==> src/design/coapmp_pkg.sv <==
// ---------------------------------------------------------------------------
// CoAP message parser package
// Shared types and constants for the byte-stream CoAP datagram parser.
// ---------------------------------------------------------------------------
package coapmp_pkg;

   localparam logic [7:0]  MARKER_BYTE   = 8'hFF;
   localparam logic [1:0]  VERSION_ONE   = 2'b01;
   localparam logic [3:0]  TKL_MAX       = 4'd8;
   localparam logic [3:0]  NIB_EXT8      = 4'd13;
   localparam logic [3:0]  NIB_EXT16     = 4'd14;
   localparam logic [3:0]  NIB_RESERVED  = 4'd15;
   localparam logic [15:0] EXT8_OFFSET   = 16'd13;
   localparam logic [15:0] EXT16_OFFSET  = 16'd269;

   typedef enum logic [3:0] {
      PH_H0      = 4'd0,
      PH_H1      = 4'd1,
      PH_H2      = 4'd2,
      PH_H3      = 4'd3,
      PH_TOKEN   = 4'd4,
      PH_OPTHDR  = 4'd5,
      PH_DEXT1   = 4'd6,
      PH_DEXT2H  = 4'd7,
      PH_DEXT2L  = 4'd8,
      PH_LEXT1   = 4'd9,
      PH_LEXT2H  = 4'd10,
      PH_LEXT2L  = 4'd11,
      PH_VALUE   = 4'd12,
      PH_PAYLOAD = 4'd13
   } phase_type;

   typedef enum logic [2:0] {
      KIND_HEADER  = 3'd0,
      KIND_TOKEN   = 3'd1,
      KIND_OPTION  = 3'd2,
      KIND_VALUE   = 3'd3,
      KIND_PAYLOAD = 3'd4,
      KIND_END     = 3'd5,
      KIND_ERROR   = 3'd6
   } kind_type;

   typedef enum logic [3:0] {
      ERR_NONE         = 4'd0,
      ERR_HEADER_SHORT = 4'd1,
      ERR_VERSION      = 4'd2,
      ERR_TOKEN_LENGTH = 4'd3,
      ERR_TOKEN_SHORT  = 4'd4,
      ERR_DELTA_15     = 4'd5,
      ERR_LENGTH_15    = 4'd6,
      ERR_OPTHDR_SHORT = 4'd7,
      ERR_VALUE_SHORT  = 4'd8
   } error_type;

   typedef struct packed {
      phase_type   phase;
      logic [3:0]  byte_counter;
      logic [23:0] header_hold;
      logic [15:0] option_number_sum;
      logic [15:0] pending_delta;
      logic [15:0] pending_length;
      logic [7:0]  extension_high_byte;
      logic [15:0] remaining_count;
      logic        discarding;
   } parse_state_type;

   localparam parse_state_type STATE_RESET = '{
      phase:               PH_H0,
      byte_counter:        4'd0,
      header_hold:         24'd0,
      option_number_sum:   16'd0,
      pending_delta:       16'd0,
      pending_length:      16'd0,
      extension_high_byte: 8'd0,
      remaining_count:     16'd0,
      discarding:          1'b0
   };

   typedef struct packed {
      kind_type    kind;
      logic [1:0]  msg_type;
      logic [3:0]  token_length;
      logic [7:0]  code;
      logic [15:0] message_id;
      logic [15:0] option_number;
      logic [15:0] option_length;
      logic [7:0]  data_value;
      error_type   error_code;
      logic        field_last;
      logic        message_end;
   } result_type;

endpackage

==> src/design/coap_message_parser_core.sv <==
// ---------------------------------------------------------------------------
// CoAP message parser core
// Streaming CoAP datagram parser: one byte per transaction in, at most one
// result transaction out per byte (header, token, option, value, payload,
// end or error).
// A result is registered and presented in the cycle after its byte is accepted.
// Throughput: one byte per cycle; the single output register is refilled
// in the cycle it is drained, so only a stalled result holds the input.
// Reset: synchronous, clears the parser state and the output valid.
// ---------------------------------------------------------------------------
module coap_message_parser_core
   import coapmp_pkg::*;
(
   input  logic        clock,
   input  logic        reset,
   input  logic        req_tvalid,
   output logic        req_tready,
   input  logic [7:0]  req_tdata,  // [7:0] data_byte
   input  logic        req_tlast,  // last_byte
   output logic        rsp_tvalid,
   input  logic        rsp_tready,
   // [1:0] msg_type, [5:2] token_length, [13:6] code, [29:14] message_id,
   // [45:30] option_number, [61:46] option_length, [69:62] data_value,
   // [73:70] error_code, [79:74] zero
   output logic [79:0] rsp_tdata,
   output logic [3:0]  rsp_tuser,  // [2:0] kind, [3] field_last
   output logic        rsp_tlast   // message_end
);

   parse_state_type state_ff;
   parse_state_type state_in;
   logic            result_hit;
   result_type      result;
   logic            rsp_valid_ff;
   logic            rsp_valid_in;
   result_type      rsp_data_ff;
   logic            req_accept;

   assign req_tready = !rsp_valid_ff || rsp_tready;
   assign req_accept = req_tvalid && req_tready;

   coapmp_step u_step (
      .state_cur  (state_ff),
      .data_byte  (req_tdata),
      .last_byte  (req_tlast),
      .state_nxt  (state_in),
      .result_hit (result_hit),
      .result     (result)
   );

   always_comb begin
      rsp_valid_in = rsp_valid_ff && !rsp_tready;
      if (req_accept) begin
         rsp_valid_in = result_hit;
      end
   end

   always_ff @(posedge clock) begin
      if (reset) begin
         state_ff     <= STATE_RESET;
         rsp_valid_ff <= 1'b0;
      end else begin
         rsp_valid_ff <= rsp_valid_in;
         if (req_accept) begin
            state_ff <= state_in;
         end
      end
   end

   always_ff @(posedge clock) begin
      if (req_accept && result_hit) begin
         rsp_data_ff <= result;
      end
   end

   assign rsp_tvalid = rsp_valid_ff;
   assign rsp_tdata  = {6'd0,
                        rsp_data_ff.error_code,
                        rsp_data_ff.data_value,
                        rsp_data_ff.option_length,
                        rsp_data_ff.option_number,
                        rsp_data_ff.message_id,
                        rsp_data_ff.code,
                        rsp_data_ff.token_length,
                        rsp_data_ff.msg_type};
   assign rsp_tuser  = {rsp_data_ff.field_last, rsp_data_ff.kind};
   assign rsp_tlast  = rsp_data_ff.message_end;

endmodule

==> src/design/coapmp_step.sv <==
// ---------------------------------------------------------------------------
// CoAP message parser step
// Next parser state and result for one received byte.
// ---------------------------------------------------------------------------
module coapmp_step
   import coapmp_pkg::*;
(
   input  parse_state_type state_cur,
   input  logic [7:0]      data_byte,
   input  logic            last_byte,
   output parse_state_type state_nxt,
   output logic            result_hit,
   output result_type      result
);

   always_comb begin
      parse_state_type nx;
      result_type      res;
      logic            hit;
      logic            err;
      error_type       err_code;
      logic            emit;
      logic            go_after;
      logic            go_finish;
      logic [3:0]      dn;
      logic [3:0]      nib;
      logic [3:0]      tkl;
      logic [3:0]      cnt;
      logic [15:0]     sum;

      nx        = state_cur;
      res       = '0;
      hit       = 1'b0;
      err       = 1'b0;
      err_code  = ERR_NONE;
      emit      = 1'b0;
      go_after  = 1'b0;
      go_finish = 1'b0;
      dn        = data_byte[7:4];
      nib       = 4'd0;
      tkl       = state_cur.header_hold[19:16];
      cnt       = state_cur.byte_counter + 4'd1;
      sum       = 16'd0;

      if (state_cur.discarding) begin
         if (last_byte) begin
            nx = STATE_RESET;
         end
      end else begin
         unique case (state_cur.phase)
            PH_H1, PH_H2: begin
               nx.header_hold = {state_cur.header_hold[15:0], data_byte};
               if (last_byte) begin
                  err      = 1'b1;
                  err_code = ERR_HEADER_SHORT;
               end else if (state_cur.phase == PH_H1) begin
                  nx.phase = PH_H2;
               end else begin
                  nx.phase = PH_H3;
               end
            end
            PH_H3: begin
               if (state_cur.header_hold[23:22] != VERSION_ONE) begin
                  err      = 1'b1;
                  err_code = ERR_VERSION;
               end else if (tkl > TKL_MAX) begin
                  err      = 1'b1;
                  err_code = ERR_TOKEN_LENGTH;
               end else if (last_byte && tkl != 4'd0) begin
                  err      = 1'b1;
                  err_code = ERR_TOKEN_SHORT;
               end else begin
                  res.kind         = KIND_HEADER;
                  res.msg_type     = state_cur.header_hold[21:20];
                  res.token_length = tkl;
                  res.code         = state_cur.header_hold[15:8];
                  res.message_id   = {state_cur.header_hold[7:0], data_byte};
                  nx.byte_counter  = 4'd0;
                  nx.phase         = (tkl != 4'd0) ? PH_TOKEN : PH_OPTHDR;
                  emit             = 1'b1;
               end
            end
            PH_TOKEN: begin
               nx.byte_counter = cnt;
               if (last_byte && cnt < tkl) begin
                  err      = 1'b1;
                  err_code = ERR_TOKEN_SHORT;
               end else begin
                  res.kind       = KIND_TOKEN;
                  res.data_value = data_byte;
                  if (cnt >= tkl) begin
                     res.field_last = 1'b1;
                     nx.phase       = PH_OPTHDR;
                  end
                  emit = 1'b1;
               end
            end
            PH_OPTHDR: begin
               if (data_byte == MARKER_BYTE) begin
                  if (last_byte) begin
                     res.kind = KIND_END;
                     emit     = 1'b1;
                  end else begin
                     nx.phase = PH_PAYLOAD;
                  end
               end else begin
                  nx.pending_length = {12'd0, data_byte[3:0]};
                  if (dn == NIB_RESERVED) begin
                     err      = 1'b1;
                     err_code = ERR_DELTA_15;
                  end else if (dn == NIB_EXT8 || dn == NIB_EXT16) begin
                     if (last_byte) begin
                        err      = 1'b1;
                        err_code = ERR_OPTHDR_SHORT;
                     end else begin
                        nx.phase = (dn == NIB_EXT8) ? PH_DEXT1 : PH_DEXT2H;
                     end
                  end else begin
                     nx.pending_delta = {12'd0, dn};
                     go_after         = 1'b1;
                  end
               end
            end
            PH_DEXT1: begin
               nx.pending_delta = {8'd0, data_byte} + EXT8_OFFSET;
               go_after         = 1'b1;
            end
            PH_DEXT2H, PH_LEXT2H: begin
               if (last_byte) begin
                  err      = 1'b1;
                  err_code = ERR_OPTHDR_SHORT;
               end else begin
                  nx.extension_high_byte = data_byte;
                  nx.phase = (state_cur.phase == PH_DEXT2H) ? PH_DEXT2L : PH_LEXT2L;
               end
            end
            PH_DEXT2L: begin
               nx.pending_delta = {state_cur.extension_high_byte, data_byte} + EXT16_OFFSET;
               go_after         = 1'b1;
            end
            PH_LEXT1: begin
               nx.pending_length = {8'd0, data_byte} + EXT8_OFFSET;
               go_finish         = 1'b1;
            end
            PH_LEXT2L: begin
               nx.pending_length = {state_cur.extension_high_byte, data_byte}
                                   + EXT16_OFFSET;
               go_finish         = 1'b1;
            end
            PH_VALUE: begin
               if (last_byte && state_cur.remaining_count > 16'd1) begin
                  err      = 1'b1;
                  err_code = ERR_VALUE_SHORT;
               end else begin
                  res.kind          = KIND_VALUE;
                  res.option_number = state_cur.option_number_sum;
                  res.option_length = state_cur.pending_length;
                  res.data_value    = data_byte;
                  if (state_cur.remaining_count <= 16'd1) begin
                     nx.remaining_count = 16'd0;
                     res.field_last     = 1'b1;
                     nx.phase           = PH_OPTHDR;
                  end else begin
                     nx.remaining_count = state_cur.remaining_count - 16'd1;
                  end
                  emit = 1'b1;
               end
            end
            PH_PAYLOAD: begin
               res.kind       = KIND_PAYLOAD;
               res.data_value = data_byte;
               emit           = 1'b1;
            end
            default: begin
               // header first byte, also any unused phase code
               nx             = STATE_RESET;
               nx.header_hold = {16'd0, data_byte};
               if (last_byte) begin
                  err      = 1'b1;
                  err_code = ERR_HEADER_SHORT;
               end else begin
                  nx.phase = PH_H1;
               end
            end
         endcase

         if (go_after) begin
            nib = nx.pending_length[3:0];
            if (nib == NIB_RESERVED) begin
               err      = 1'b1;
               err_code = ERR_LENGTH_15;
            end else if (nib == NIB_EXT8 || nib == NIB_EXT16) begin
               if (last_byte) begin
                  err      = 1'b1;
                  err_code = ERR_OPTHDR_SHORT;
               end else begin
                  nx.phase = (nib == NIB_EXT8) ? PH_LEXT1 : PH_LEXT2H;
               end
            end else begin
               go_finish = 1'b1;
            end
         end

         if (go_finish) begin
            sum                  = state_cur.option_number_sum + nx.pending_delta;
            nx.option_number_sum = sum;
            if (nx.pending_length != 16'd0 && last_byte) begin
               err      = 1'b1;
               err_code = ERR_VALUE_SHORT;
            end else begin
               if (nx.pending_length != 16'd0) begin
                  nx.remaining_count = nx.pending_length;
                  nx.phase           = PH_VALUE;
               end else begin
                  nx.phase = PH_OPTHDR;
               end
               res.kind          = KIND_OPTION;
               res.option_number = sum;
               res.option_length = nx.pending_length;
               emit              = 1'b1;
            end
         end

         if (err) begin
            res            = '0;
            res.kind       = KIND_ERROR;
            res.error_code = err_code;
            hit            = 1'b1;
            if (last_byte) begin
               nx = STATE_RESET;
            end else begin
               nx.discarding = 1'b1;
            end
         end else if (emit) begin
            hit = 1'b1;
            if (last_byte) begin
               res.message_end = 1'b1;
               nx              = STATE_RESET;
            end
         end
      end

      state_nxt  = nx;
      result_hit = hit;
      result     = res;
   end

endmodule

==> config.mk <==
export PLATFORM = sky130hd
export DESIGN_NAME = coap_message_parser_core
export DESIGN_NICKNAME = d
export VERILOG_FILES = /design/src/design/coapmp_pkg.sv /design/src/design/coap_message_parser_core.sv /design/src/design/coapmp_step.sv
export SDC_FILE = /design/constraint.sdc
export NUM_CORES = 1
export LEC_CHECK = 0
export ABC_AREA = 1
export BUFFER_PORTS_ARGS = -buffer_cell sky130_fd_sc_hd__buf_2
export CAP_MARGIN = 15
export CORE_ASPECT_RATIO = 2
export CORE_MARGIN = 2
export CORE_UTILIZATION = 55
export CTS_BUF_LIST = sky130_fd_sc_hd__clkbuf_8
export CTS_CLUSTER_DIAMETER = 40
export DETAILED_ROUTE_END_ITERATION = 10
export GPL_TIMING_DRIVEN = 0
export PLACE_DENSITY = 0.85
export SYNTH_ARGS = -nofsm -noshare
export SYNTH_HDL_FRONTEND = slang
export SYNTH_HIERARCHICAL = 1
export SYNTH_SLANG_ARGS = --single-unit
==> constraint.sdc <==
create_clock -name clock -period 7.7 [get_ports clock]
set_input_delay 0.385 -clock clock [delete_from_list [all_inputs] [get_ports clock]]
set_output_delay 0.385 -clock clock [all_outputs]
set_load 0.01 [all_outputs]
==> results.json, run 1 <==
{
  "cts_max_path_buffers": 2,
  "initial_core_util_pct": 55.6,
  "worstHoldPathType": "input port to flip-flop",
  "layout.filler_cells": 2305,
  "core_sq_mm": 0.0237,
  "final_core_utilization_pct": 61.0,
  "max_clock_freq_mhz": 210,
  "proportion_of_netlist_area_held_by_the_largest_area_contributor_pct": 18.0,
  "sequential_cell_area_fraction_in_the_yosys_report_pct": 34.1,
  "layoutNonFillerInstCount": 2444,
  "port-buffer-count": 90,
  "cell_chain_critical_path": "buf_6 -> inv_2 -> nand3_1 -> nand2_1 -> nor2_1 -> nand3_1 -> inv_1 -> clkbuf_1 -> o221ai_1 -> ha_1 -> a21oi_1 -> o21a_1 -> nor2_1 -> nor3_1 -> nand3_1 -> nand3_1 -> nand2_1 -> nand2_1 -> nand2_1 -> inv_1 -> nand3_1 -> nand2_1 -> nor2_1",
  "drtPass1Iterations": 7,
  "final.min_clock_period_ns": 4.76,
  "met3_wirelength_um": 3210,
  "vias_per_cell": 6.01,
  "leakagePower_nw": 6.47,
  "grt_start_max_net_pins": 34,
  "grt_remaining_overflow": 0,
  "wirelength_um": 49400,
  "grt_setup_unrepaired": "no",
  "placed_cell_area_sq_mm": 0.0141,
  "synthDominantAreaCellType": "edfxtp_1",
  "slew_at_the_pin_closest_to_its_max_slew_limit_ns": 0.995,
  "worst-r2r-setup-slack_ns": 2.94,
  "avgSynthCellArea_sq_um": 6.50,
  "cts_repair_resize_count": 0,
  "place.gp.congestion": 1.04,
  "vdd_drop_max_v": 0.000126,
  "final-hold-violation-count": 0,
  "synth_area_sq_mm": 0.0132,
  "regToRegStartpoint": "state_ff[103]$_SDFFE_PP0P_",
  "clockPowerShare_pct": 26.1,
  "synthArstFlopShare_pct": 0,
  "synthTopCellsByArea": "edfxtp_1 (18%), dfxtp_1 (16%), nand2_1 (15%), nand3_1 (8.3%), inv_1 (7.1%)",
  "post_drt_wl_per_cell_um": 20.2,
  "combinationalPowerShare_pct": 31.1,
  "detailedRoute.firstIterationViolations": 1418,
  "run_status": "finished, final reports clean",
  "wirelength_met1_um": 16500,
  "setup.worst_path.end_class": "flip-flop",
  "final_area_sq_mm": 0.0145,
  "power_per_cell_area_mw_per_mm2": 191,
  "num_io_pins": 100,
  "setup_viol_count_final": 0,
  "clk_latency_ns": 0.53,
  "top_layer_used": "met4",
  "reg2reg_to": "state_ff[72]$_SDFFE_PP0P_",
  "drive_above_1_share_pct": 11.2,
  "holdCritStartpoint": "req_tvalid",
  "dp_cells": 2411,
  "timing_worst_setup_path_type": "flip-flop to flip-flop",
  "internal_power_mw": 1.71,
  "cp.arrival_ns": 5.19,
  "num_rows": 80,
  "number_of_warnings_printed_during_yosys_synthesis": 6,
  "synth_edf_count": 79,
  "slowest_delay_ns": 0.51,
  "worstHoldPathCells": 5,
  "endpoint_worst_hold": "state_ff[4]$_SDFFE_PP0P_",
  "detail_route.drc_violations": 0,
  "yosys.cell_count.top_type": "nand2_1",
  "antenna_left": 0,
  "critical_path.startpoint_type": "flip-flop",
  "clock-sinks": 185,
  "reg2regPathDepth": 23,
  "tritoncts": "done",
  "sequentialPowerShare_pct": 42.8,
  "timing.critical_path.fanout_max": 10,
  "post-route-period-util_pct": 61.8,
  "post-dp-hpwl_um": 38100,
  "postSynthCellCount": 2027,
  "crit_required_ns": 8.13,
  "die-area_sq_mm": 0.0253,
  "worst_path_max_delay_cell": "nor3_1",
  "fp.dieW_um": 113,
  "routed-via-count": 14700,
  "synth-main-ff-cell": "dfxtp_1",
  "num-nets-final": 2178,
  "antenna_found_initial": 1,
  "cts_setup_buffers": 0,
  "ctsHtreeMaxLevel": 4,
  "met2_wirelength_um": 24400,
  "net-switching-power_mw": 1.06,
  "path_clk_slew_ns": 0.11,
  "timing.clock.skew_ns": 0.0190,
  "fin_hold_ws_ns": 0.366,
  "wire_length_of_the_first_global_routing_pass_um": 75000,
  "max_slew_margin_pct": 33.4,
  "ys_types": 53,
  "grtUsageTotal_pct": 38.9,
  "cts_root_buf": "clkbuf_8",
  "synth_seq_cells": 185,
  "power_switching_share_pct": 38.3,
  "flow.area_growth_from_synthesis_pct": 9.85,
  "fp.dieH_um": 223,
  "ctsHoldBuffers": 0,
  "cts_inserted_buffers": 17,
  "final-max-slew-violation-count": 0,
  "synth.cells.most_frequent": "nand2_1 (521), inv_1 (249), nor2_1 (234), nand3_1 (218), a21oi_1 (164)",
  "maxCapViolCount": 0,
  "via_count_of_the_first_global_routing_pass": 14100
}
==> cells in the final DEF, fill, tap and decap left out, drive strengths merged, types with 2 or more instances in the layout <==
cell type / instances
o2111ai: 2
o211ai: 7
o21a: 3
o311ai: 18
edfxtp: 79
nor2: 246
clkbuf: 67
nand3: 219
nand4: 15
inv: 267
conb: 6
a31oi: 10
o22ai: 23
o21bai: 3
a22oi: 14
xnor2: 5
buf: 171
o21ai: 100
a22o: 2
nand2: 534
nor3: 24
nor4: 7
ha: 22
xor2: 20
dfxtp: 106
bufinv: 3
o221ai: 2
a21oi: 166
clkinv: 4
a211oi: 2
==> state kept, by name (all words and copies together) (netlist names) <==
| name | count |
|---|---|
| rsp_tvalid | 1 |
| rsp_tlast | 1 |
| rsp_tuser | 4 |
| rsp_tdata | 74 |
| state_ff | 105 |
==> layer usage <==
metal	track usage, %	up-vias
li1	-	6842
met5	0	-
met1	37.5	6728
met4	37.6	0
met2	67.9	819
met3	6.63	298
==> power by group through the flow <==
| stage | Sequential (mW) | Clock [mW] | Combinational, mW |
|---|---|---|---|
| after global routing | 1.20 | 0.759 | 0.932 |
| after detailed placement | 1.21 | 0 | 0.833 |
| final | 1.19 | 0.724 | 0.861 |
| after CTS | 1.18 | 0.730 | 0.836 |
| after floorplan | 1.22 | 0 | 0.538 |
| after global placement | 1.21 | 0 | 0.810 |
==> metrics by stage <==
stage / TNS, ns / power [mW] / setup slack [ns]
3_3_place_gp: -53.52 / 2.02 / -0.691
2_1_floorplan: 0 / 1.76 / 1.63
5_1_grt: 0 / 2.89 / 2.75
3_5_place_dp: 0 / 2.04 / 3.14
6_report: 0 / 2.77 / 2.94
4_1_cts: 0 / 2.75 / 3.25
==> worst max path at each step <==
stage | startpoint | to | slack (ns) | depth (start not counted)
floorplan | req_tdata[0] | rsp_tdata[0]$_DFFE_PP_ | 1.63 | 21
global placement | req_tdata[0] | rsp_tdata[53]$_DFFE_PP_ | -0.69 | 22
detailed placement | req_tdata[0] | rsp_tdata[53]$_DFFE_PP_ | 3.14 | 24
CTS | state_ff[103]$_SDFFE_PP0P_ | state_ff[72]$_SDFFE_PP0P_ | 3.25 | 23
global route | state_ff[103]$_SDFFE_PP0P_ | state_ff[72]$_SDFFE_PP0P_ | 2.75 | 23
finish | state_ff[103]$_SDFFE_PP0P_ | state_ff[72]$_SDFFE_PP0P_ | 2.94 | 23
==> critical path: cells and delay by family (launching register included) <==
family	cells	cell delay [ns]
DFF	1	0.37
AOI/OAI and AO/OA	3	0.71
and+or+nand+nor	14	2.20
buffers and inverters	5	0.95
adders and majority gates	1	0.43
==> area by class of cell <==
| class | instances | area (sq um) | area share, % |
|---|---|---|---|
| Tap cell | 287 | 359 | 2.48 |
| Antenna cell | 1 | 2.50 | 0.0173 |
| Timing Repair Buffer | 92 | 490 | 3.39 |
| Multi-Input combinational cell | 1458 | 7000 | 48.3 |
| Sequential cell | 185 | 4490 | 31.0 |
| Inverter | 260 | 978 | 6.76 |
| Clock inverter | 15 | 186 | 1.29 |
| Clock buffer | 17 | 234 | 1.62 |
| Buffer | 129 | 739 | 5.11 |
==> kinds of logic after synthesis <==
group	share of synthesized area, %
AO/OA/AOI/OAI	15.4
XOR/XNOR	1.66
adder cells (fa/ha/maj)	2.09
buffers and inverters	13.0
flip-flops	34.1
other	0.0284
AND/OR/NAND/NOR	33.7
No activity file was read; power rests on OpenSTA's default activity.
==> inputs of run 2 (changes only) <==
Settings changed: PLACE_DENSITY 0.85 to 0.88.
Clock period 7.7 ns to 4.08 ns, I/O delays scaled along.
==> run 2 against run 1 <==
Against the previous run:
- critical path type unchanged
- highest routed layer unchanged
- wire length shrank 0.32%
- critical path depth shrank 1
- die area is the same
- largest cell class unchanged
- sequential power grew 87%
- clock power grew 77%
==> results.json, run 2 (same netlist as run 1, synthesis figures left out) <==
{
  "layout_commonest_cell": "nand2_1",
  "timing.critical_path.fanout_max": 37,
  "core_sq_mm": 0.0237,
  "fp.dieW_um": 113,
  "reg2regPathDepth": 22,
  "worstHoldPathCells": 5,
  "vdd_drop_max_v": 0.000230,
  "endpoint_worst_hold": "state_ff[13]$_SDFFE_PP0P_",
  "grt_start_max_net_pins": 38,
  "timing.clock.skew_ns": 0.0235,
  "final_total_power_mw": 5.15,
  "crit_required_ns": 4.30,
  "leakagePower_nw": 6.48,
  "path_clk_slew_ns": 0.12,
  "reg2reg_to": "rsp_tdata[51]$_DFFE_PP_",
  "drtPass1Iterations": 9,
  "critical_path.most_common_cell": "nand2_1",
  "holdCritStartpoint": "req_tvalid",
  "largest_register_ff_count": 105,
  "multiInputGateArea_sq_mm": 0.00702,
  "num_io_pins": 100,
  "grtUsageTotal_pct": 38.7,
  "grt_remaining_overflow": 0,
  "die-area_sq_mm": 0.0253,
  "antenna_found_initial": 0,
  "detailedRoute.firstIterationViolations": 1773,
  "post-dp-hpwl_um": 38000,
  "maxCapViolCount": 0,
  "antenna_left": 0,
  "num-nets-final": 2182,
  "final-hold-violation-count": 0,
  "cts_inserted_buffers": 17,
  "final.setup.tns_ns": 0,
  "drive_above_1_share_pct": 11.6,
  "registers.top_by_ff_count": "state_ff",
  "max_clock_freq_mhz": 261,
  "critical_path.startpoint_type": "flip-flop",
  "fp.dieH_um": 223,
  "wire_length_of_the_first_global_routing_pass_um": 74600,
  "cts_max_path_buffers": 2,
  "slowest_delay_ns": 0.35,
  "port-buffer-count": 90,
  "cell_chain_critical_path": "buf_4 -> inv_1 -> nand3_2 -> nand2_2 -> nor2_4 -> o2111ai_2 -> buf_6 -> nand2_1 -> o21ai_0 -> nor2_1 -> nand2_1 -> nor2_2 -> nand2_4 -> a21oi_4 -> nor2_1 -> nand2_1 -> nand2_1 -> inv_1 -> inv_1 -> nor2_4 -> buf_12 -> buf_12",
  "via_count_of_the_first_global_routing_pass": 13700,
  "setup.worst_path.end_class": "flip-flop",
  "tritoncts": "done",
  "final.min_clock_period_ns": 3.83,
  "worst-r2r-setup-slack_ns": 0.25,
  "worstHoldPathType": "input port to flip-flop",
  "final_core_utilization_pct": 61.2,
  "final_area_sq_mm": 0.0145,
  "clk_latency_ns": 0.53,
  "setup_viol_count_final": 0,
  "post_drt_wl_per_cell_um": 20.1,
  "layout.cells.most_common_list": "nand2_1 (521), inv_1 (249), nor2_1 (233)",
  "wirelength_um": 49300,
  "layoutNonFillerInstCount": 2449,
  "vias_per_cell": 6.05,
  "routed-via-count": 14800,
  "buffering_stage_count_on_the_worst_path_with_inverters_included": 7,
  "layout.filler_cells": 2262,
  "timing_worst_setup_path_type": "flip-flop to flip-flop",
  "grt_setup_unrepaired": "no",
  "initial_core_util_pct": 55.6,
  "cts_root_buf": "clkbuf_8",
  "place.gp.congestion": 1.00,
  "max_slew_margin_pct": 27.2,
  "cp.arrival_ns": 4.05,
  "run_status": "finished, final reports clean",
  "placed_cell_area_sq_mm": 0.0141,
  "clock-sinks": 185,
  "area.sequential_sq_mm": 0.00449,
  "detail_route.drc_violations": 0,
  "worst_path_max_delay_cell": "dfxtp_1",
  "post-route-period-util_pct": 94.0,
  "dp_cells": 2411,
  "num_rows": 80,
  "final-max-slew-violation-count": 0,
  "regToRegStartpoint": "state_ff[102]$_SDFFE_PP0P_",
  "ctsHtreeMaxLevel": 4,
  "cp_top_family": "simple AND/OR/NAND/NOR gates",
  "power_per_cell_area_mw_per_mm2": 355,
  "flow.area_growth_from_synthesis_pct": 10.1,
  "slew_at_the_pin_closest_to_its_max_slew_limit_ns": 1.09,
  "critical_path_cell_count": 22
}
[run 2: cell count changes in the layout (fill, tap and decap cells not counted), sizes merged]
cell,delta
clkinv,+2
inv,-2
bufinv,-2
clkinvlp,+2
buf,+4
diode,+1
[run 2: worst max-delay path by stage]
stage / endpoint / from / slack, ns
3_5_place_dp: state_ff[72]$_SDFFE_PP0P_ / state_ff[103]$_SDFFE_PP0P_ / -0.29
2_1_floorplan: rsp_tdata[0]$_DFFE_PP_ / state_ff[102]$_SDFFE_PP0P_ / 0.31
3_3_place_gp: rsp_tdata[56]$_DFFE_PP_ / req_tdata[0] / -1.05
4_1_cts: state_ff[72]$_SDFFE_PP0P_ / state_ff[102]$_SDFFE_PP0P_ / 0.04
6_report: rsp_tdata[51]$_DFFE_PP_ / state_ff[102]$_SDFFE_PP0P_ / 0.25
5_1_grt: state_ff[71]$_SDFFE_PP0P_ / state_ff[102]$_SDFFE_PP0P_ / 0.0005
[run 2: stage by stage]
stage / hold slack [ns] / worst slack (ns)
after floorplan: 0.450 / 0.306
after global placement: 0.458 / -1.05
after detailed placement: 0.474 / -0.286
after CTS: 0.153 / 0.0370
after global routing: 0.193 / 0.000514
final: 0.184 / 0.245
[run 2: timing repair]
item,CTS,global route
hold endpoints to repair,0,0
setup endpoints to repair,59,46
setup buffers,1,3
resized for setup,2,5
pin swaps,1,2
hold buffers,0,0
[run 2: layout make-up]
type	instances	area share [%]
antenna	2	0.0345
buffer	129	5.12
clock buffer	17	1.61
clock inverter	15	1.13
inverter	260	6.74
multi-input combinational	1458	48.3
sequential	185	31.0
tap	287	2.47
timing repair buffer	96	3.59
[run 2: worst register-to-register path: cells and delay by family (launching register included)]
kind	cells	cell delay (ns)
compound gates	3	0.65
buf+inv	7	1.16
simple gates	12	1.35
flops	1	0.35
[run 2: power by group]
group	switching [mW]	internal, mW
clock network	0.768	0.508
logic	1.14	0.498
registers	0.116	2.12
total	2.03	3.12
[run 2: metal layers]
metal	GRT usage, %	part of all wire [%]	wire length [um]	vias up
met5	0	0	0	-
met4	33.1	11	5220	0
met3	6.55	7.5	3700	317
met2	67.7	49	24200	882
met1	38.9	33	16200	6770
li1	-	-	-	6849
